### config.mk
export PLATFORM = sky130hd
export DESIGN_NAME = binary96_to_decimal_digits_top_flat
export DESIGN_NICKNAME = d
export VERILOG_FILES = /design/src/sv/b96dd_pkg.sv /design/src/sv/b96dd_if.sv /design/src/sv/b96dd_front.sv /design/src/sv/b96dd_queue.sv /design/src/sv/b96dd_conv.sv /design/src/sv/binary96_to_decimal_digits_top.sv /design/src/flat_wrapper.sv
export SDC_FILE = /design/constraint.sdc
export NUM_CORES = 1
export LEC_CHECK = 0
export ABC_CLOCK_PERIOD_IN_PS = 11400
export BUFFER_PORTS_ARGS = -buffer_cell sky130_fd_sc_hd__clkbuf_2
export CORE_UTILIZATION = 35
export DETAILED_ROUTE_END_ITERATION = 10
export PLACE_DENSITY = 0.57
export REMOVE_ABC_BUFFERS = 1
export SKIP_LAST_GASP = 1
export SYNTH_ARGS = -nofsm -noshare
export SYNTH_HDL_FRONTEND = slang
export SYNTH_SLANG_ARGS = --single-unit
export TNS_END_PERCENT = 5
### constraint.sdc
create_clock -name i_clk -period 11.4 [get_ports i_clk]
set_input_delay 1.71 -clock i_clk [delete_from_list [all_inputs] [get_ports i_clk]]
set_output_delay 1.71 -clock i_clk [all_outputs]
set_load 0.005 [all_outputs]
### src/sv/b96dd_pkg.sv
// Package with shared constants, types and helpers for the 96-bit binary-to-decimal converter.
`timescale 1ns / 1ps
`default_nettype none
package b96dd_pkg;

    localparam int NUM_DIGITS  = 32;
    localparam int MANT_BITS   = 96;
    localparam int WORD_W      = 32;
    localparam int DIGIT_W     = 4;
    localparam int DPOS_W      = 5;
    localparam int SCALE_W     = 8;
    localparam int SIGN_BIT    = 31;
    localparam int SCALE_LSB   = 16;
    localparam int BCD_W       = DIGIT_W * NUM_DIGITS;
    localparam int CNT_W       = $clog2(MANT_BITS);
    localparam int POS_W       = $clog2(NUM_DIGITS);
    localparam int QUEUE_DEPTH = 2;
    localparam int QPTR_W      = $clog2(QUEUE_DEPTH);
    localparam int QCNT_W      = $clog2(QUEUE_DEPTH + 1);

    // One classified record waiting for conversion.
    typedef struct packed {
        logic [MANT_BITS-1:0] mant;
        logic                 negative;
        logic [SCALE_W-1:0]   scale;
    } t_item;

    typedef enum logic [1:0] {
        S_IDLE,
        S_CONV,
        S_DONE
    } t_conv_state;

    // Adds three to every digit of five or more, so that the following left
    // shift doubles each digit with a decimal carry into its neighbor.
    function automatic logic [BCD_W-1:0] bcd_adjust(input logic [BCD_W-1:0] v);
        logic [BCD_W-1:0]   r;
        logic [DIGIT_W-1:0] d;
        for (int i = 0; i < NUM_DIGITS; i++) begin
            d = v[i*DIGIT_W +: DIGIT_W];
            r[i*DIGIT_W +: DIGIT_W] = (d >= DIGIT_W'(5)) ? d + DIGIT_W'(3) : d;
        end
        return r;
    endfunction

endpackage
`default_nettype wire

### src/sv/b96dd_if.sv
// Valid/ready channel interfaces for the input records and the output digits.
`timescale 1ns / 1ps
`default_nettype none
interface b96dd_in_if;
    import b96dd_pkg::*;
    logic              valid;
    logic              ready;
    logic [WORD_W-1:0] mant_low;
    logic [WORD_W-1:0] mant_mid;
    logic [WORD_W-1:0] mant_high;
    logic [WORD_W-1:0] flags_word;

    modport source (output valid, mant_low, mant_mid, mant_high, flags_word, input ready);
    modport sink (input valid, mant_low, mant_mid, mant_high, flags_word, output ready);
endinterface

interface b96dd_out_if;
    import b96dd_pkg::*;
    logic               valid;
    logic               ready;
    logic [DIGIT_W-1:0] digit;
    logic [DPOS_W-1:0]  digit_pos;
    logic               negative;
    logic [SCALE_W-1:0] scale;
    logic               last;

    modport source (output valid, digit, digit_pos, negative, scale, last, input ready);
    modport sink (input valid, digit, digit_pos, negative, scale, last, output ready);
endinterface
`default_nettype wire

### src/sv/b96dd_front.sv
// Front stage: accepts input records, extracts mantissa, sign and scale, and pushes them on.
`timescale 1ns / 1ps
`default_nettype none
module b96dd_front (
    input  wire logic           i_clk,
    input  wire logic           i_rst_n,
    b96dd_in_if.sink            i_in,
    output b96dd_pkg::t_item    o_item,
    output logic                o_push,
    input  wire logic           i_q_ready
);
    import b96dd_pkg::*;

    logic                   r_valid;
    t_item                  r_item;
    t_item                  n_item;
    logic [3*WORD_W-1:0]    w_full;
    logic                   w_take;

    assign w_full = {i_in.mant_high, i_in.mant_mid, i_in.mant_low};

    always_comb begin
        n_item.mant     = w_full[MANT_BITS-1:0];
        n_item.negative = i_in.flags_word[SIGN_BIT];
        n_item.scale    = i_in.flags_word[SCALE_LSB +: SCALE_W];
    end

    assign i_in.ready = !r_valid || i_q_ready;
    assign w_take     = i_in.valid && i_in.ready;
    assign o_push     = r_valid && i_q_ready;
    assign o_item     = r_item;

    always_ff @(posedge i_clk) begin
        if (!i_rst_n) begin
            r_valid <= 1'b0;
        end else if (w_take) begin
            r_valid <= 1'b1;
        end else if (i_q_ready) begin
            r_valid <= 1'b0;
        end
    end

    always_ff @(posedge i_clk) begin
        if (w_take) begin
            r_item <= n_item;
        end
    end
endmodule
`default_nettype wire

### src/sv/b96dd_queue.sv
// Short queue of classified records between the front stage and the converter.
`timescale 1ns / 1ps
`default_nettype none
module b96dd_queue (
    input  wire logic           i_clk,
    input  wire logic           i_rst_n,
    input  wire b96dd_pkg::t_item i_item,
    input  wire logic           i_push,
    output logic                o_ready,
    output b96dd_pkg::t_item    o_item,
    output logic                o_valid,
    input  wire logic           i_pop
);
    import b96dd_pkg::*;

    t_item               r_mem [QUEUE_DEPTH];
    logic [QPTR_W-1:0]   r_wr_ptr;
    logic [QPTR_W-1:0]   r_rd_ptr;
    logic [QCNT_W-1:0]   r_count;
    logic                w_wr;
    logic                w_rd;

    assign o_ready = (r_count != QCNT_W'(QUEUE_DEPTH));
    assign o_valid = (r_count != '0);
    assign o_item  = r_mem[r_rd_ptr];
    assign w_wr    = i_push && o_ready;
    assign w_rd    = i_pop && o_valid;

    always_ff @(posedge i_clk) begin
        if (!i_rst_n) begin
            r_wr_ptr <= '0;
            r_rd_ptr <= '0;
            r_count  <= '0;
        end else begin
            if (w_wr) begin
                r_wr_ptr <= r_wr_ptr + QPTR_W'(1);
            end
            if (w_rd) begin
                r_rd_ptr <= r_rd_ptr + QPTR_W'(1);
            end
            if (w_wr && !w_rd) begin
                r_count <= r_count + QCNT_W'(1);
            end else if (w_rd && !w_wr) begin
                r_count <= r_count - QCNT_W'(1);
            end
        end
    end

    always_ff @(posedge i_clk) begin
        if (w_wr) begin
            r_mem[r_wr_ptr] <= i_item;
        end
    end
endmodule
`default_nettype wire

### src/sv/b96dd_conv.sv
// Back end: shift-and-add-3 conversion, one mantissa bit per cycle, and digit emission.
`timescale 1ns / 1ps
`default_nettype none
module b96dd_conv (
    input  wire logic             i_clk,
    input  wire logic             i_rst_n,
    input  wire b96dd_pkg::t_item i_item,
    input  wire logic             i_valid,
    output logic                  o_pop,
    b96dd_out_if.source           o_out
);
    import b96dd_pkg::*;

    localparam logic [CNT_W-1:0] LAST_STEP  = CNT_W'(MANT_BITS - 1);
    localparam logic [POS_W-1:0] LAST_DIGIT = POS_W'(NUM_DIGITS - 1);

    t_conv_state           r_state;
    t_conv_state           n_state;
    logic                  w_load;
    logic                  w_step;
    logic                  w_hand;

    // Conversion registers
    logic [MANT_BITS-1:0]  r_mant;
    logic [BCD_W-1:0]      r_bcd;
    logic [BCD_W-1:0]      w_adj;
    logic [CNT_W-1:0]      r_cnt;
    logic                  r_neg;
    logic [SCALE_W-1:0]    r_scale;

    // Emission registers
    logic                  r_emit_busy;
    logic [BCD_W-1:0]      r_emit_bcd;
    logic [POS_W-1:0]      r_emit_k;
    logic                  r_emit_neg;
    logic [SCALE_W-1:0]    r_emit_scale;
    logic                  w_emit;

    // Output register
    logic                  r_out_valid;
    logic [DIGIT_W-1:0]    r_out_digit;
    logic [DPOS_W-1:0]     r_out_pos;
    logic                  r_out_neg;
    logic [SCALE_W-1:0]    r_out_scale;
    logic                  r_out_last;

    always_ff @(posedge i_clk) begin
        if (!i_rst_n) begin
            r_state <= S_IDLE;
        end else begin
            r_state <= n_state;
        end
    end

    always_comb begin
        n_state = r_state;
        w_load  = 1'b0;
        w_step  = 1'b0;
        w_hand  = 1'b0;
        unique case (r_state)
            S_IDLE: begin
                if (i_valid) begin
                    w_load  = 1'b1;
                    n_state = S_CONV;
                end
            end
            S_CONV: begin
                w_step = 1'b1;
                if (r_cnt == LAST_STEP) begin
                    n_state = S_DONE;
                end
            end
            S_DONE: begin
                if (!r_emit_busy) begin
                    w_hand  = 1'b1;
                    n_state = S_IDLE;
                end
            end
            default: n_state = S_IDLE;
        endcase
    end

    assign o_pop = w_load;

    // The top bit of the adjusted value is the decimal carry out of the top digit.
    assign w_adj = bcd_adjust(r_bcd);

    always_ff @(posedge i_clk) begin
        if (w_load) begin
            r_mant  <= i_item.mant;
            r_neg   <= i_item.negative;
            r_scale <= i_item.scale;
            r_bcd   <= '0;
            r_cnt   <= '0;
        end else if (w_step) begin
            r_mant <= {r_mant[MANT_BITS-2:0], 1'b0};
            r_bcd  <= {w_adj[BCD_W-2:0], r_mant[MANT_BITS-1]};
            r_cnt  <= r_cnt + CNT_W'(1);
        end
    end

    // A digit moves to the output register whenever that register is free
    // or its contents are being transferred in this cycle.
    assign w_emit = r_emit_busy && (!r_out_valid || o_out.ready);

    always_ff @(posedge i_clk) begin
        if (!i_rst_n) begin
            r_emit_busy <= 1'b0;
        end else if (w_hand) begin
            r_emit_busy <= 1'b1;
        end else if (w_emit && r_emit_k == LAST_DIGIT) begin
            r_emit_busy <= 1'b0;
        end
    end

    always_ff @(posedge i_clk) begin
        if (w_hand) begin
            r_emit_bcd   <= r_bcd;
            r_emit_k     <= '0;
            r_emit_neg   <= r_neg;
            r_emit_scale <= r_scale;
        end else if (w_emit) begin
            r_emit_bcd <= {r_emit_bcd[BCD_W-DIGIT_W-1:0], {DIGIT_W{1'b0}}};
            r_emit_k   <= r_emit_k + POS_W'(1);
        end
    end

    always_ff @(posedge i_clk) begin
        if (!i_rst_n) begin
            r_out_valid <= 1'b0;
        end else if (w_emit) begin
            r_out_valid <= 1'b1;
        end else if (o_out.ready) begin
            r_out_valid <= 1'b0;
        end
    end

    always_ff @(posedge i_clk) begin
        if (w_emit) begin
            r_out_digit <= r_emit_bcd[BCD_W-1 -: DIGIT_W];
            r_out_pos   <= DPOS_W'(r_emit_k);
            r_out_neg   <= r_emit_neg;
            r_out_scale <= r_emit_scale;
            r_out_last  <= (r_emit_k == LAST_DIGIT);
        end
    end

    assign o_out.valid     = r_out_valid;
    assign o_out.digit     = r_out_digit;
    assign o_out.digit_pos = r_out_pos;
    assign o_out.negative  = r_out_neg;
    assign o_out.scale     = r_out_scale;
    assign o_out.last      = r_out_last;

    // The converter never runs past the last mantissa bit.
    a_cnt_range: assert property (@(posedge i_clk) disable iff (!i_rst_n)
        r_state == S_CONV |-> r_cnt <= LAST_STEP)
        else $error("bit counter beyond mantissa width");

    // After the last bit the result waits for the emitter.
    a_conv_end: assert property (@(posedge i_clk) disable iff (!i_rst_n)
        r_state == S_CONV && r_cnt == LAST_STEP |=> r_state == S_DONE)
        else $error("conversion did not end after the last bit");

    // A finished result is never handed over while digits are still going out.
    a_no_overrun: assert property (@(posedge i_clk) disable iff (!i_rst_n)
        r_state == S_DONE && r_emit_busy |=> r_state == S_DONE)
        else $error("result handed over while emitter busy");
endmodule
`default_nettype wire

### src/sv/binary96_to_decimal_digits_top.sv
// Top level: 96-bit binary mantissa to a run of 32 decimal digits with sign and scale.
// Path: a record passes the front register, the queue, the converter load, one shift-and-add-3
// step per mantissa bit, the handover and the output register before its first digit is presented.
// Records are paced by the one-bit-per-cycle conversion loop; the 32 digits of a record go out
// one per cycle, unless the output stalls, while the next record is converted.
// Reset: synchronous, active low; it empties the front register, queue, converter and output.
`timescale 1ns / 1ps
`default_nettype none
module binary96_to_decimal_digits_top (
    input  wire logic   i_clk,
    input  wire logic   i_rst_n,
    b96dd_in_if.sink    i_in,
    b96dd_out_if.source o_out
);
    import b96dd_pkg::*;

    t_item  w_front_item;
    logic   w_push;
    logic   w_q_ready;
    t_item  w_q_item;
    logic   w_q_valid;
    logic   w_pop;

    b96dd_front u_front (
        .i_clk     (i_clk),
        .i_rst_n   (i_rst_n),
        .i_in      (i_in),
        .o_item    (w_front_item),
        .o_push    (w_push),
        .i_q_ready (w_q_ready)
    );

    b96dd_queue u_queue (
        .i_clk   (i_clk),
        .i_rst_n (i_rst_n),
        .i_item  (w_front_item),
        .i_push  (w_push),
        .o_ready (w_q_ready),
        .o_item  (w_q_item),
        .o_valid (w_q_valid),
        .i_pop   (w_pop)
    );

    b96dd_conv u_conv (
        .i_clk   (i_clk),
        .i_rst_n (i_rst_n),
        .i_item  (w_q_item),
        .i_valid (w_q_valid),
        .o_pop   (w_pop),
        .o_out   (o_out)
    );
endmodule
`default_nettype wire
### src/flat_wrapper.sv
// flat-port wrapper written by rule: the top's interface ports become plain ports
module binary96_to_decimal_digits_top_flat import b96dd_pkg::*;
  (i_clk, i_rst_n, i_in_valid, i_in_mant_low, i_in_mant_mid, i_in_mant_high, i_in_flags_word, i_in_ready, o_out_valid, o_out_digit, o_out_digit_pos, o_out_negative, o_out_scale, o_out_last, o_out_ready);
  b96dd_in_if i_in_i ();
  b96dd_out_if o_out_i ();
  input  wire logic i_clk;
  input  wire logic i_rst_n;
  input wire logic [$bits(i_in_i.valid)-1:0] i_in_valid;
  input wire logic [$bits(i_in_i.mant_low)-1:0] i_in_mant_low;
  input wire logic [$bits(i_in_i.mant_mid)-1:0] i_in_mant_mid;
  input wire logic [$bits(i_in_i.mant_high)-1:0] i_in_mant_high;
  input wire logic [$bits(i_in_i.flags_word)-1:0] i_in_flags_word;
  output wire logic [$bits(i_in_i.ready)-1:0] i_in_ready;
  output wire logic [$bits(o_out_i.valid)-1:0] o_out_valid;
  output wire logic [$bits(o_out_i.digit)-1:0] o_out_digit;
  output wire logic [$bits(o_out_i.digit_pos)-1:0] o_out_digit_pos;
  output wire logic [$bits(o_out_i.negative)-1:0] o_out_negative;
  output wire logic [$bits(o_out_i.scale)-1:0] o_out_scale;
  output wire logic [$bits(o_out_i.last)-1:0] o_out_last;
  input wire logic [$bits(o_out_i.ready)-1:0] o_out_ready;
  assign i_in_i.valid = i_in_valid;
  assign i_in_i.mant_low = i_in_mant_low;
  assign i_in_i.mant_mid = i_in_mant_mid;
  assign i_in_i.mant_high = i_in_mant_high;
  assign i_in_i.flags_word = i_in_flags_word;
  assign i_in_ready = i_in_i.ready;
  assign o_out_valid = o_out_i.valid;
  assign o_out_digit = o_out_i.digit;
  assign o_out_digit_pos = o_out_i.digit_pos;
  assign o_out_negative = o_out_i.negative;
  assign o_out_scale = o_out_i.scale;
  assign o_out_last = o_out_i.last;
  assign o_out_i.ready = o_out_ready;
  binary96_to_decimal_digits_top u_core (.i_clk(i_clk), .i_rst_n(i_rst_n), .i_in(i_in_i), .o_out(o_out_i));
endmodule
After elaboration in Yosys (flattened, before gate mapping). Memory sizes are Yosys's and may differ from the RTL's. A register that Yosys moved wholly into a read port is not among the register bits. Cells that the tools add are included.

Input bits: 132. Flip-flop bits (word level): 515. Word-level logic and storage cells: 183. Output and inout bits: 21. Memories: 1. RAM bits: 210.

Eq/ne operators: 8. Reductions and logical operators: 23. Mux-type cells: 57. Order comparisons: 32. Add/sub/neg operators: 38.

Memories: u_core.u_queue.r_mem (depth 2, width 105, rd ports 1, clocked after memory_dff 1, write ports 1, line b96dd_queue.sv:16) `t_item r_mem [QUEUE_DEPTH];`.

Operator list (number): two-way mux 128 bit (2); two-way mux 96 bit (2); greater-or-equal comparator 4 x 3 -> 1 bit, second input constant (32); adder 4 x 2 -> 4 bit, second input constant (31); two-way mux 4 bit (31); two-way mux 1 bit (15); nonzero test 2 bit (7); two-way mux 2 bit (5); logical AND 1 bit (8); adder 7 x 1 -> 7 bit, second input constant (1); equality test 7 bit, second input constant (1); != test 2 bit, second input constant (3); one-hot mux 2 bit (3 select lines) (1); adder 5 x 1 -> 5 bit, second input constant (1); equality test 5 bit, second input constant (1); zero test 1 bit (4); adder 3 x 2 -> 3 bit, second input constant (1); two-way mux 3 bit (1); AND reduction 3 bit (1); adder 1 bit, second input constant (2); adder 2 x 1 -> 2 bit, second input constant (1); equality test 2 x 1 -> 1 bit, second input constant (1); equality test 2 bit, second input constant (1); zero test 2 bit (1); 3 further kinds (4).

Depth between registers and ports, before layout. Gate-level depths: netlist (run 1).

Depth in word-level cells: 7. Gate-level depth with buffers: 9. Depth with buffers taken out: 7.

Modules after synthesis. Synthesis (run 1) repeated with hierarchy kept, for this count alone.

Cells, all modules: 1858. Area, all modules: 29373.2 um^2.

Modules (own cells, without submodules): b96dd_conv (cells each 1396, times used 1, seq. area each 10720.3 um^2, area an instance 18084.8 um^2); b96dd_queue (cells each 351, times used 1, seq. area each 6406.1 um^2, area an instance 8070.2 um^2); b96dd_front (cells each 111, times used 1, seq. area each 3173.0 um^2, area an instance 3218.1 um^2).

Worst setup path before layout (run 1). OpenSTA, ideal clock, no wires.

Path type: input to register. From: input o_out_ready. To: register u_core.u_conv.r_emit_bcd[0], enable pin. Required time: 10.919 ns. Path buffers: 1. Data arrival time: 5.342 ns. Path slack: 5.577 ns. Setup time: 0.481 ns. Cell stages on the path: 5. Cell sequence: nand2b_1 > and2_1 > clkbuf_1 > nor2_1 > inv_1.

Cells in the longest elaborated chain, start to end: 3.

Ends and longest elaborated chain: from (decl) (line flat_wrapper.sv:20) `input wire logic [$bits(o_out_i.ready)-1:0] o_out_ready;`; logical OR 1 bit (line b96dd_conv.sv:104) `assign w_emit = r_emit_busy && (!r_out_valid || o_out.ready);`; logical AND 1 bit (line b96dd_conv.sv:104); via u_core.u_conv.w_emit (line b96dd_conv.sv:37) `logic w_emit;`; nonzero test 2 bit (no source line); to (signal assigned) (line b96dd_conv.sv:118) `r_emit_bcd <= r_bcd;`; to (signal assigned) (line b96dd_conv.sv:123) `r_emit_bcd <= {r_emit_bcd[BCD_W-DIGIT_W-1:0], {DIGIT_W{1'b0}}};`; to (decl) (line b96dd_conv.sv:33) `logic [BCD_W-1:0] r_emit_bcd;`.

The timed path passes the listed nets, and every way through them passes these cells. A chain may end at the register's enable or synchronous reset.

Worst setup path after layout (run 1).
From: input o_out_ready. To: register u_core.u_conv.r_emit_bcd[30], enable pin.

Cells in the longest elaborated chain, start to end: 3.

Ends and longest elaborated chain (line): logical OR 1 bit (b96dd_conv.sv:104); logical AND 1 bit (b96dd_conv.sv:104); nonzero test 2 bit (no source line).

Every way passes these cells.

==> impl_metrics.csv, run 1 <==
group,metric,value,unit
synth,synth.area.top_cells,"edfxtp_1, dfxtp_1, mux2_2",
die,core-area,0.0809,sq mm
sta,rsz0062_at_grt,"false",
power,p_leak,11.2,nW
synth,yosysTopAreaCell,"edfxtp_1",
clock_network,h-tree-depth,3,
finish,layout-drive-gt1-share,20.0,%
synth,synth-simple-area-share,5.39,%
clock_network,clock_path_buffers,3,
worst_setup_path,path_max_fanout,66,
place,dp_hpwl,29200,microns
worst_setup_path,cp-start-kind,"input pin",
sta,relSlewSlack,26.7,%
clock_network,cts.hold.buffers_added,0,
power,comb_power_share,14.6,%
global_routing,grt_usage,12.3,%
clock_network,cts_buffers,79,
clock_network,clock-root-buffer,"clkbuf_16",
sta,timing.fmax,0.283,GHz
sta,layout_min_cycle_time,3.54,ns
routing,avgViaCountPerCell,4.82,
synth,synth-compound-area-share,6.24,%
worst_setup_path,crit_slowest_cell,"buf_4",
sta,min_period_over_period,31.0,%
sta,final_hold_viol_count,0,
power,seq_power_share,50.0,%
sta,finClkSkew,0.0445,ns
die,dieArea,0.0834,sq mm
power,internal-power,0.00503,W
clock_network,worstSkewPairLatency,0.63,ns
synth,synth_cell_type_count,34,
power,p_switching,0.00190,W
place,port_buffers,129,
worst_setup_path,worstRegToRegCells,5,
synth,post-synth-top-area-fraction,60.1,%
die,die_w,289,microns
routing,drt-initial-drc-count,970,
power,switching_share,27.4,%
die,die_h,289,microns
die,rows,104,
worst_setup_path,crit_chain,"clkbuf_2, nand2b_1, and2_1, nor2_1, inv_4, buf_4",
finish,final_common_cell,"edfxtp_1",
worst_setup_path,crit_required,11.63,ns
worst_setup_path,reg2reg_from,"u_core.u_conv.r_state[1]$_SDFFE_PN0P_",
global_routing,antenna_found_initial,2,
synth,synth_mux_area_share,9.79,%
die,pin_count,153,
worst_setup_path,crit_end,"u_core.u_conv.r_emit_bcd[30]$_DFFE_PP_",
power,total_power,0.00692,W
clock_network,clk_pin_slew,0.06,ns
synth,ys_seq_elements,726,
worst_setup_path,critPathKind,"in2reg",
sta,tns,0,ns
sta,worst_pin_slew,1.10,ns
synth,synth_area,0.0288,sq mm
status,outcome,"finished, final reports clean",
synth,synth_adder_area_share,2.96,%
clock_network,cts_sinks,726,
global_routing,grt_max_degree,108,
routing,drt_first_pass_iters,5,
synth,synth_top_family_by_area,"multiplexers",
routing,drt-wirelength-per-cell,15.8,microns
finish,syn_to_final_growth,14.3,%
synth,synth-xor-area-share,2.28,%
worst_setup_path,ff2ff_setup_slack,7.97,ns
global_routing,grt_first_pass_wirelength,82400,microns
finish,fin_area,0.0329,sq mm
finish,fillers,7408,
power,ir_worst_vdd,0.169,mV
flow_run,drv_cap,0,
routing,finalWirelength,50900,microns
finish,layout_common_cells,"edfxtp_1, o21ai_0, mux2_2",
synth,ys.warnings.count,0,
finish,multi_input_area,0.00773,sq mm
global_routing,grt_pass1_vias,15800,
sta,maxSlewViolCount,0,
synth,synth.yosys.seq_area_share,70.5,%
finish,layout.nets,2296,
clock_network,post-cts-setup-buffer-count,0,
routing,drc,0,
clock_network,cts_resized,0,
sta,setup_violations,0,
worst_setup_path,crit_start,"o_out_ready",
clock_network,cts_tree,"built",
die,initial_core_util,35.6,%
power,power_density,210,mW/mm^2
finish,diodes,0,
worst_setup_path,worstReg2RegEnd,"u_core.u_conv.r_emit_bcd[30]$_DFFE_PP_",
routing,vias,15500,
global_routing,globalRoute.totalOverflow,0,
place,place_area,0.0304,sq mm
finish,regArea,0.0203,sq mm
worst_setup_path,cp-end-kind,"flip-flop",
place,gp_congestion,0.715,
worst_setup_path,crit_arrival,3.77,ns
synth,synthCells,1960,
min_path,hold_class,"reg2reg",
synth,post_synth.cell_area_avg,14.7,sq um
worst_setup_path,slowest_delay,0.78,ns
routing,ant_nets,0,
power,pwr-share-clk,35.4,%
cell type report:
| type | instances | share of cell area [%] |
|---|---|---|
| Clock buffer | 104 | 6.48 |
| Clock inverter | 42 | 1.13 |
| Inverter | 69 | 0.798 |
| Multi-Input combinational cell | 1072 | 23.5 |
| Sequential cell | 726 | 61.7 |
| Tap cell | 1060 | 4.03 |
| Timing Repair Buffer | 148 | 2.40 |
critical path, delay by kind of cell:
family | cells | cell delay (ns)
buffers and inverters | 3 | 1.51
AND/OR/NAND/NOR | 3 | 0.45
power by group through the flow:
stage	registers, W	logic (W)	clock network [W]
after floorplan	0.00355	0.000722	0
after global placement	0.00351	0.00102	0
after detailed placement	0.00352	0.00104	0
after CTS	0.00347	0.00105	0.00254
after global routing	0.00350	0.00115	0.00264
final	0.00346	0.00101	0.00245
routing by layer:
layer | vias up | wire length [microns] | GRT usage [%] | share of wire (%)
li1 | 7498 | - | - | -
met1 | 7661 | 22500 | 15.3 | 44
met2 | 292 | 25000 | 21.1 | 49
met3 | 88 | 2420 | 2.91 | 4.7
met4 | 2 | 979 | 3.76 | 1.9
met5 | - | 13 | 0 | 0.026
worst min-delay path by stage:
stage                                            startpoint                                endpoint  depth (start not counted)
floorplan           u_core.u_conv.r_emit_bcd[124]$_DFFE_PP_  u_core.u_conv.o_out.digit[0]$_DFFE_PP_                          0
CTS                 u_core.u_conv.r_emit_scale[4]$_DFFE_PP_  u_core.u_conv.o_out.scale[4]$_DFFE_PP_                          0
finish              u_core.u_conv.r_emit_bcd[127]$_DFFE_PP_  u_core.u_conv.o_out.digit[3]$_DFFE_PP_                          0
global placement    u_core.u_conv.r_emit_scale[7]$_DFFE_PP_  u_core.u_conv.o_out.scale[7]$_DFFE_PP_                          0
global route        u_core.u_conv.r_emit_scale[4]$_DFFE_PP_  u_core.u_conv.o_out.scale[4]$_DFFE_PP_                          0
detailed placement  u_core.u_conv.r_emit_scale[4]$_DFFE_PP_  u_core.u_conv.o_out.scale[4]$_DFFE_PP_                          0
through the flow:
| step | util (%) | hold WS [ns] | setup WS [ns] | std cells |
|---|---|---|---|---|
| 6_report | 40.7 | 0.418 | 7.86 | 3221 |
| 5_1_grt | 40.7 | 0.424 | 7.65 | 3221 |
| 4_1_cts | 40.7 | 0.417 | 7.86 | 3221 |
| 3_5_place_dp | 37.6 | 0.405 | 7.20 | 3075 |
| 3_3_place_gp | 37.6 | 0.404 | 7.25 | 3075 |
| 2_1_floorplan | - | 0.400 | 1.72 | 1867 |
synth_stat cells:
cell type,n
clkbuf_1,19
edfxtp_1,576
buf_2,45
mux2_2,165
nor3b_2,1
buf_6,10
nand4_1,3
nand4b_1,1
buf_4,19
dfxtp_1,150
xnor2_1,37
and3_1,5
nand2b_1,35
or3_1,1
inv_1,68
o21a_1,1
nor2_1,44
o21ai_0,222
nand3_1,99
a21oi_1,66
a21boi_0,3
mux2i_1,96
and2_1,11
inv_2,1
o31ai_1,1
o21ai_2,1
o32ai_1,31
nand2_1,133
ha_1,68
nor2b_1,2
xor2_1,38
o21ai_1,4
nand3b_1,2
a22o_1,2
sequential cells by signal, indices dropped and copies added (netlist names), 7 cells and up, named ones only:
| name | cells |
|---|---|
| u_core.u_conv.r_cnt | 7 |
| u_core.u_conv.o_out.scale | 8 |
| u_core.u_front.o_item | 105 |
| u_core.u_conv.r_mant | 96 |
| u_core.u_conv.r_bcd | 128 |
| u_core.u_conv.r_emit_scale | 8 |
| u_core.u_queue.r_mem | 210 |
| u_core.u_conv.r_scale | 8 |
| u_core.u_conv.r_emit_bcd | 128 |
logic make-up (layout without fill, tap and decap cells):
logic type	count (synthesis)	in the layout
DFF	726	726
and+or+nand+nor	337	337
AOI/OAI and AO/OA	331	331
muxes	261	261
buffers and inverters	162	363
xor gates and xnor gates	75	75
adders and majority gates	68	68
Power figures use the tool's default switching activity.
==> run 2: changes to the inputs <==
--- a/config.mk
+++ b/config.mk
@@ -5,7 +5,7 @@
 export SDC_FILE = /design/constraint.sdc
 export NUM_CORES = 1
 export LEC_CHECK = 0
-export ABC_CLOCK_PERIOD_IN_PS = 11400
+export ABC_CLOCK_PERIOD_IN_PS = 3300
 export BUFFER_PORTS_ARGS = -buffer_cell sky130_fd_sc_hd__clkbuf_2
 export CORE_UTILIZATION = 35
 export DETAILED_ROUTE_END_ITERATION = 10
==> constraint.sdc (replaced) <==
create_clock -name i_clk -period 3.3 [get_ports i_clk]
set_input_delay 0.495 -clock i_clk [delete_from_list [all_inputs] [get_ports i_clk]]
set_output_delay 0.495 -clock i_clk [all_outputs]
set_load 0.005 [all_outputs]
==> impl_metrics.csv, run 2 (synthesis gave the netlist of run 1 again) <==
group,metric,value,unit
global_routing,grt_max_degree,225,
clock_network,post-cts-setup-buffer-count,0,
sta,rsz0062_at_grt,"false",
sta,final_hold_viol_count,0,
routing,drc,0,
routing,ant_nets,0,
worst_setup_path,cp-start-kind,"flip-flop",
sta,min_period_over_period,71.2,%
status,outcome,"finished, final reports clean",
die,dieArea,0.0834,sq mm
die,die_w,289,microns
routing,finalWirelength,50600,microns
finish,final_util,40.7,%
sta,relSlewSlack,34.9,%
global_routing,antenna_found_initial,0,
finish,largest_reg_flops,210,
routing,drt-initial-drc-count,994,
finish,diodes,0,
place,dp_hpwl,29500,microns
die,initial_core_util,35.6,%
sta,maxSlewViolCount,0,
clock_network,clock-root-buffer,"clkbuf_16",
finish,reg_top3,"u_core.u_queue.r_mem (210), u_core.u_conv.r_bcd (128), u_core.u_conv.r_emit_bcd (128)",
routing,vias,15400,
sta,finClkSkew,0.0254,ns
routing,drt_first_pass_iters,5,
finish,top_register,"u_core.u_queue.r_mem",
worst_setup_path,path_max_fanout,71,
clock_network,cts_buffers,77,
routing,drt-wirelength-per-cell,15.7,microns
clock_network,h-tree-depth,3,
power,p_leak,11.2,nW
worst_setup_path,crit_arrival,2.62,ns
power,ir_worst_vdd,0.720,mV
die,die_h,289,microns
global_routing,grt_pass1_vias,16100,
finish,layout.nets,2301,
sta,setup_violations,0,
global_routing,grt_first_pass_wirelength,83400,microns
finish,layout_common_cells,"edfxtp_1, o21ai_0, mux2_2",
finish,syn_to_final_growth,14.6,%
global_routing,globalRoute.totalOverflow,0,
die,core-area,0.0809,sq mm
min_path,hold_class,"in2reg",
place,port_buffers,129,
routing,avgViaCountPerCell,4.79,
global_routing,grt_usage,12.3,%
clock_network,clk_pin_slew,0.06,ns
die,pin_count,153,
clock_network,cts_sinks,726,
finish,final_common_cell,"edfxtp_1",
global_routing,gr-usage-met1,15.8,%
finish,fillers,7444,
sta,layout_min_cycle_time,2.35,ns
flow_run,drv_cap,0,
sta,worst_pin_slew,0.976,ns
power,power_density,718,mW/mm^2
global_routing,use_met3,2.42,%
finish,layout-drive-gt1-share,19.7,%
place,gp_congestion,0.705,
worst_setup_path,critPathKind,"reg2reg",
clock_network,cts_tree,"built",
worst_setup_path,cp-end-kind,"flip-flop",
global_routing,gr-max-usage-layer,"met2",
sta,timing.fmax,0.426,GHz
sta,holdWs,0.0483,ns
die,rows,104,
clock_network,worstSkewPairLatency,0.62,ns
worst_setup_path,crit_required,3.57,ns
global_routing,use_met2,20.8,%
clock_network,clock_path_buffers,3,
[run 2: critical path, cell delays in order, from the launching register on]
cell and delay (ns):
dfxtp_1 0.43, nor3b_4 0.29, nor2_1 0.13, inv_4 0.64, buf_12 0.36
[run 2: per-stage QoR]
stage / setup slack (ns) / power (W) / TNS (ns) / std cells / instance area, sq um
final: 0.950 / 0.0237 / 0 / 3219 / 33000
after global routing: 0.775 / 0.0249 / 0 / 3219 / 33000
after CTS: 0.927 / 0.0241 / 0 / 3219 / 33000
after detailed placement: 0.787 / 0.0159 / 0 / 3079 / 30600
after global placement: 0.810 / 0.0158 / 0 / 3079 / 30600
after floorplan: -6.38 / 0.0148 / -2787.74 / 1867 / 28200
[run 2: timing repair]
item,4_1_cts,5_1_grt
hold buffers,3,0
resized for setup,0,0
endpoints found under the hold margin,3,0
[run 2: where the power goes]
group          leakage (nW)  total [W]  internal [W]  switching (W)
logic                  3.46    0.00358       0.00113        0.00245
clock network          1.14    0.00809       0.00459        0.00350
registers              6.59     0.0120        0.0115       0.000487
[run 2: final timing paths]
kind | startpoint | end | slack (ns) | cells after the start
worst min register to register | u_core.u_conv.r_scale[6]$_DFFE_PP_ | u_core.u_conv.r_emit_scale[6]$_DFFE_PP_ | 0.42 | 0
worst max register to register | u_core.u_conv.r_state[1]$_SDFFE_PN0P_ | u_core.u_conv.r_emit_bcd[23]$_DFFE_PP_ | 0.95 | 4
worst min-delay path | i_in_mant_low[14] | u_core.u_front.o_item[23]$_DFFE_PP_ | 0.05 | 1
worst max-delay path | u_core.u_conv.r_state[1]$_SDFFE_PN0P_ | u_core.u_conv.r_emit_bcd[23]$_DFFE_PP_ | 0.95 | 4
[run 2: routing by layer]
| layer | up-vias | wire, microns |
|---|---|---|
| met5 | - | 0 |
| met4 | 0 | 1200 |
| met3 | 103 | 1970 |
| met2 | 260 | 24500 |
| met1 | 7556 | 23000 |
| li1 | 7514 | - |
[run 2: final cells by class]
cell class              count  area [sq um]  area share, %
inverters                  69           262          0.793
well taps                1060          1330           4.02
clock inverters            40           304          0.922
flip-flops and latches    726         20300           61.6
multi-input cells        1072          7730           23.4
repair buffers            155           998           3.03
clock buffers              97          2050           6.23
==> run 3: changes to the inputs <==
--- a/config.mk
+++ b/config.mk
@@ -5,11 +5,11 @@
 export SDC_FILE = /design/constraint.sdc
 export NUM_CORES = 1
 export LEC_CHECK = 0
-export ABC_CLOCK_PERIOD_IN_PS = 3300
+export ABC_CLOCK_PERIOD_IN_PS = 1970
 export BUFFER_PORTS_ARGS = -buffer_cell sky130_fd_sc_hd__clkbuf_2
 export CORE_UTILIZATION = 35
 export DETAILED_ROUTE_END_ITERATION = 10
-export PLACE_DENSITY = 0.57
+export PLACE_DENSITY = 0.58
 export REMOVE_ABC_BUFFERS = 1
 export SKIP_LAST_GASP = 1
 export SYNTH_ARGS = -nofsm -noshare
==> constraint.sdc (replaced) <==
create_clock -name i_clk -period 1.97 [get_ports i_clk]
set_input_delay 0.2955 -clock i_clk [delete_from_list [all_inputs] [get_ports i_clk]]
set_output_delay 0.2955 -clock i_clk [all_outputs]
set_load 0.005 [all_outputs]
==> impl_metrics.csv, run 3 (synthesis gave the netlist of run 1 again) <==
group,metric,value,unit
status,outcome,"finished, final reports clean",
sta,timing.fmax,0.557,GHz
power,ir_worst_vdd,0.816,mV
sta,layout_setup_ws,0.174,ns
finish,final_util,42.9,%
routing,vias,15900,
die,die_w,289,microns
global_routing,globalRoute.totalOverflow,0,
power,internal-power,0.0300,W
sta,finClkSkew,0.0320,ns
clock_network,clock-root-buffer,"clkbuf_16",
clock_network,worstSkewPairLatency,0.62,ns
worst_setup_path,crit_required,2.31,ns
worst_setup_path,cp-end-kind,"flip-flop",
min_path,holdPathEnd,"u_core.u_conv.o_out.valid$_SDFFE_PN0P_",
worst_setup_path,critPathKind,"reg2reg",
global_routing,grt_first_pass_wirelength,84900,microns
sta,final_hold_viol_count,0,
sta,rsz0062_at_grt,"false",
place,port_buffers,129,
sta,relSlewSlack,60.6,%
routing,drt-wirelength-per-cell,15.4,microns
finish,layout_common_cells,"edfxtp_1, o21ai_0, mux2_2",
worst_setup_path,worstRegToRegCells,4,
power,power_density,1190,mW/mm^2
worst_setup_path,cp-start-kind,"flip-flop",
clock_network,h-tree-depth,3,
power,p_leak,11.9,nW
place,post-place-ws,0.201,ns
die,initial_core_util,35.6,%
worst_setup_path,worstReg2RegEnd,"u_core.u_conv.r_mant[86]$_DFFE_PP_",
finish,final_common_cell,"edfxtp_1",
min_path,hold_class,"in2reg",
clock_network,clock_path_buffers,3,
die,dieArea,0.0834,sq mm
min_path,min-delay-start,"o_out_ready",
routing,avgViaCountPerCell,4.74,
power,seq_power_share,48.6,%
clock_network,cts_resized,0,
routing,drt-initial-drc-count,865,
global_routing,antenna_found_initial,0,
worst_setup_path,reg2reg_from,"u_core.u_conv.r_state[0]$_SDFFE_PN0P_",
power,switching_share,27.0,%
die,rows,104,
routing,drc,0,
worst_setup_path,cp_num_buf_inv,1,
power,comb_power_share,16.3,%
finish,diodes,0,
finish,layout.nets,2436,
sta,maxSlewViolCount,0,
finish,layout-drive-gt1-share,20.1,%
worst_setup_path,ff2ff_setup_slack,0.17,ns
worst_setup_path,crit_arrival,2.13,ns
place,dp_hpwl,31200,microns
flow_run,drv_cap,0,
finish,syn_to_final_growth,20.5,%
global_routing,grt_max_degree,127,
clock_network,cts_buffers,80,
worst_setup_path,crit_slowest_cell,"dfxtp_1",
routing,drt_first_pass_iters,5,
global_routing,grt_usage,12.6,%
clock_network,cts_sinks,726,
min_path,min_path_cells,3,
global_routing,grt_pass1_vias,16600,
die,pin_count,153,
clock_network,cts_tree,"built",
finish,reg_top3,"u_core.u_queue.r_mem (210), u_core.u_conv.r_bcd (128), u_core.u_conv.r_emit_bcd (128)",
sta,layout_min_cycle_time,1.80,ns
die,die_h,289,microns
worst_setup_path,crit_chain,"nor2_1, o21ai_4, buf_12, o21ai_0",
clock_network,post-cts-setup-buffer-count,0,
sta,min_period_over_period,91.2,%
clock_network,clk_pin_slew,0.05,ns
die,core-area,0.0809,sq mm
routing,finalWirelength,51700,microns
sta,worst_pin_slew,0.592,ns
worst_setup_path,slowest_delay,0.46,ns
place,gp_congestion,0.715,
power,p_switching,0.0111,W
worst_setup_path,crit_family,"flip-flops",
sta,setup_violations,0,
routing,ant_nets,0,
finish,largest_reg_flops,210,
finish,top_register,"u_core.u_queue.r_mem",
worst_setup_path,path_max_fanout,126,
power,pwr-share-clk,35.1,%
-- run 3: tightest hold or removal path, cell delays in order --
cell	delay, ns
clkbuf_2	0.07
nand2b_1	0.17
a21boi_0	0.10
-- run 3: stage by stage --
| stage | instances | power [W] | hold WS, ns | TNS, ns | area, sq um |
|---|---|---|---|---|---|
| after floorplan | 1867 | 0.0237 | 0.394 | -4033.95 | 28200 |
| after global placement | 3107 | 0.0268 | 0.402 | 0 | 31000 |
| after detailed placement | 3107 | 0.0270 | 0.405 | 0 | 31000 |
| after CTS | 3359 | 0.0417 | 0.0231 | 0 | 34700 |
| after global routing | 3359 | 0.0432 | 0.0727 | 0 | 34700 |
| final | 3359 | 0.0411 | 0.0664 | 0 | 34700 |
-- run 3: worst max-delay path by stage --
stage	startpoint	end	slack, ns	cells after the start
after global routing	u_core.u_conv.r_state[0]$_SDFFE_PN0P_	u_core.u_conv.r_mant[26]$_DFFE_PP_	0.05	4
after global placement	u_core.u_conv.r_state[1]$_SDFFE_PN0P_	u_core.u_conv.r_emit_bcd[100]$_DFFE_PP_	0.21	4
after CTS	u_core.u_conv.r_state[1]$_SDFFE_PN0P_	u_core.u_conv.r_emit_bcd[61]$_DFFE_PP_	0.18	4
after detailed placement	u_core.u_conv.r_state[0]$_SDFFE_PN0P_	u_core.u_conv.r_mant[33]$_DFFE_PP_	0.20	4
after floorplan	u_core.u_queue.r_count[1]$_SDFFE_PN0P_	u_core.u_conv.r_mant[0]$_SDFFCE_PN0P_	-7.71	2
final	u_core.u_conv.r_state[0]$_SDFFE_PN0P_	u_core.u_conv.r_mant[86]$_DFFE_PP_	0.17	4
-- run 3: cell type report --
cell class	instances	area, sq um
clock buffer	110	2190
multi-input combinational	1072	7730
timing repair buffer	287	2470
fill	7220	46300
clock inverter	35	405
sequential	726	20300
tap	1060	1330
inverter	69	262
-- run 3: power groups by stage --
stage | registers [W] | clock network (W) | logic, W
5_1_grt | 0.0201 | 0.0155 | 0.00756
6_report | 0.0200 | 0.0144 | 0.00672
3_5_place_dp | 0.0203 | 0 | 0.00671
4_1_cts | 0.0200 | 0.0149 | 0.00690
3_3_place_gp | 0.0203 | 0 | 0.00658
2_1_floorplan | 0.0203 | 0 | 0.00333
-- run 3: per-layer routing --
layer  vias to the layer above  track usage [%]  routed length (microns)
met5                         -                0                        0
met4                         0             3.88                     1100
met3                        88             2.35                     1890
met2                       267             21.4                    25100
met1                      7789             16.3                    23600
li1                       7783                -                        -
-- run 3: what timing repair did --
| item | in CTS | in global routing |
|---|---|---|
| hold endpoints to repair | 107 | 0 |
| hold buffers | 107 | 0 |
| setup endpoints to repair | 0 | 0 |
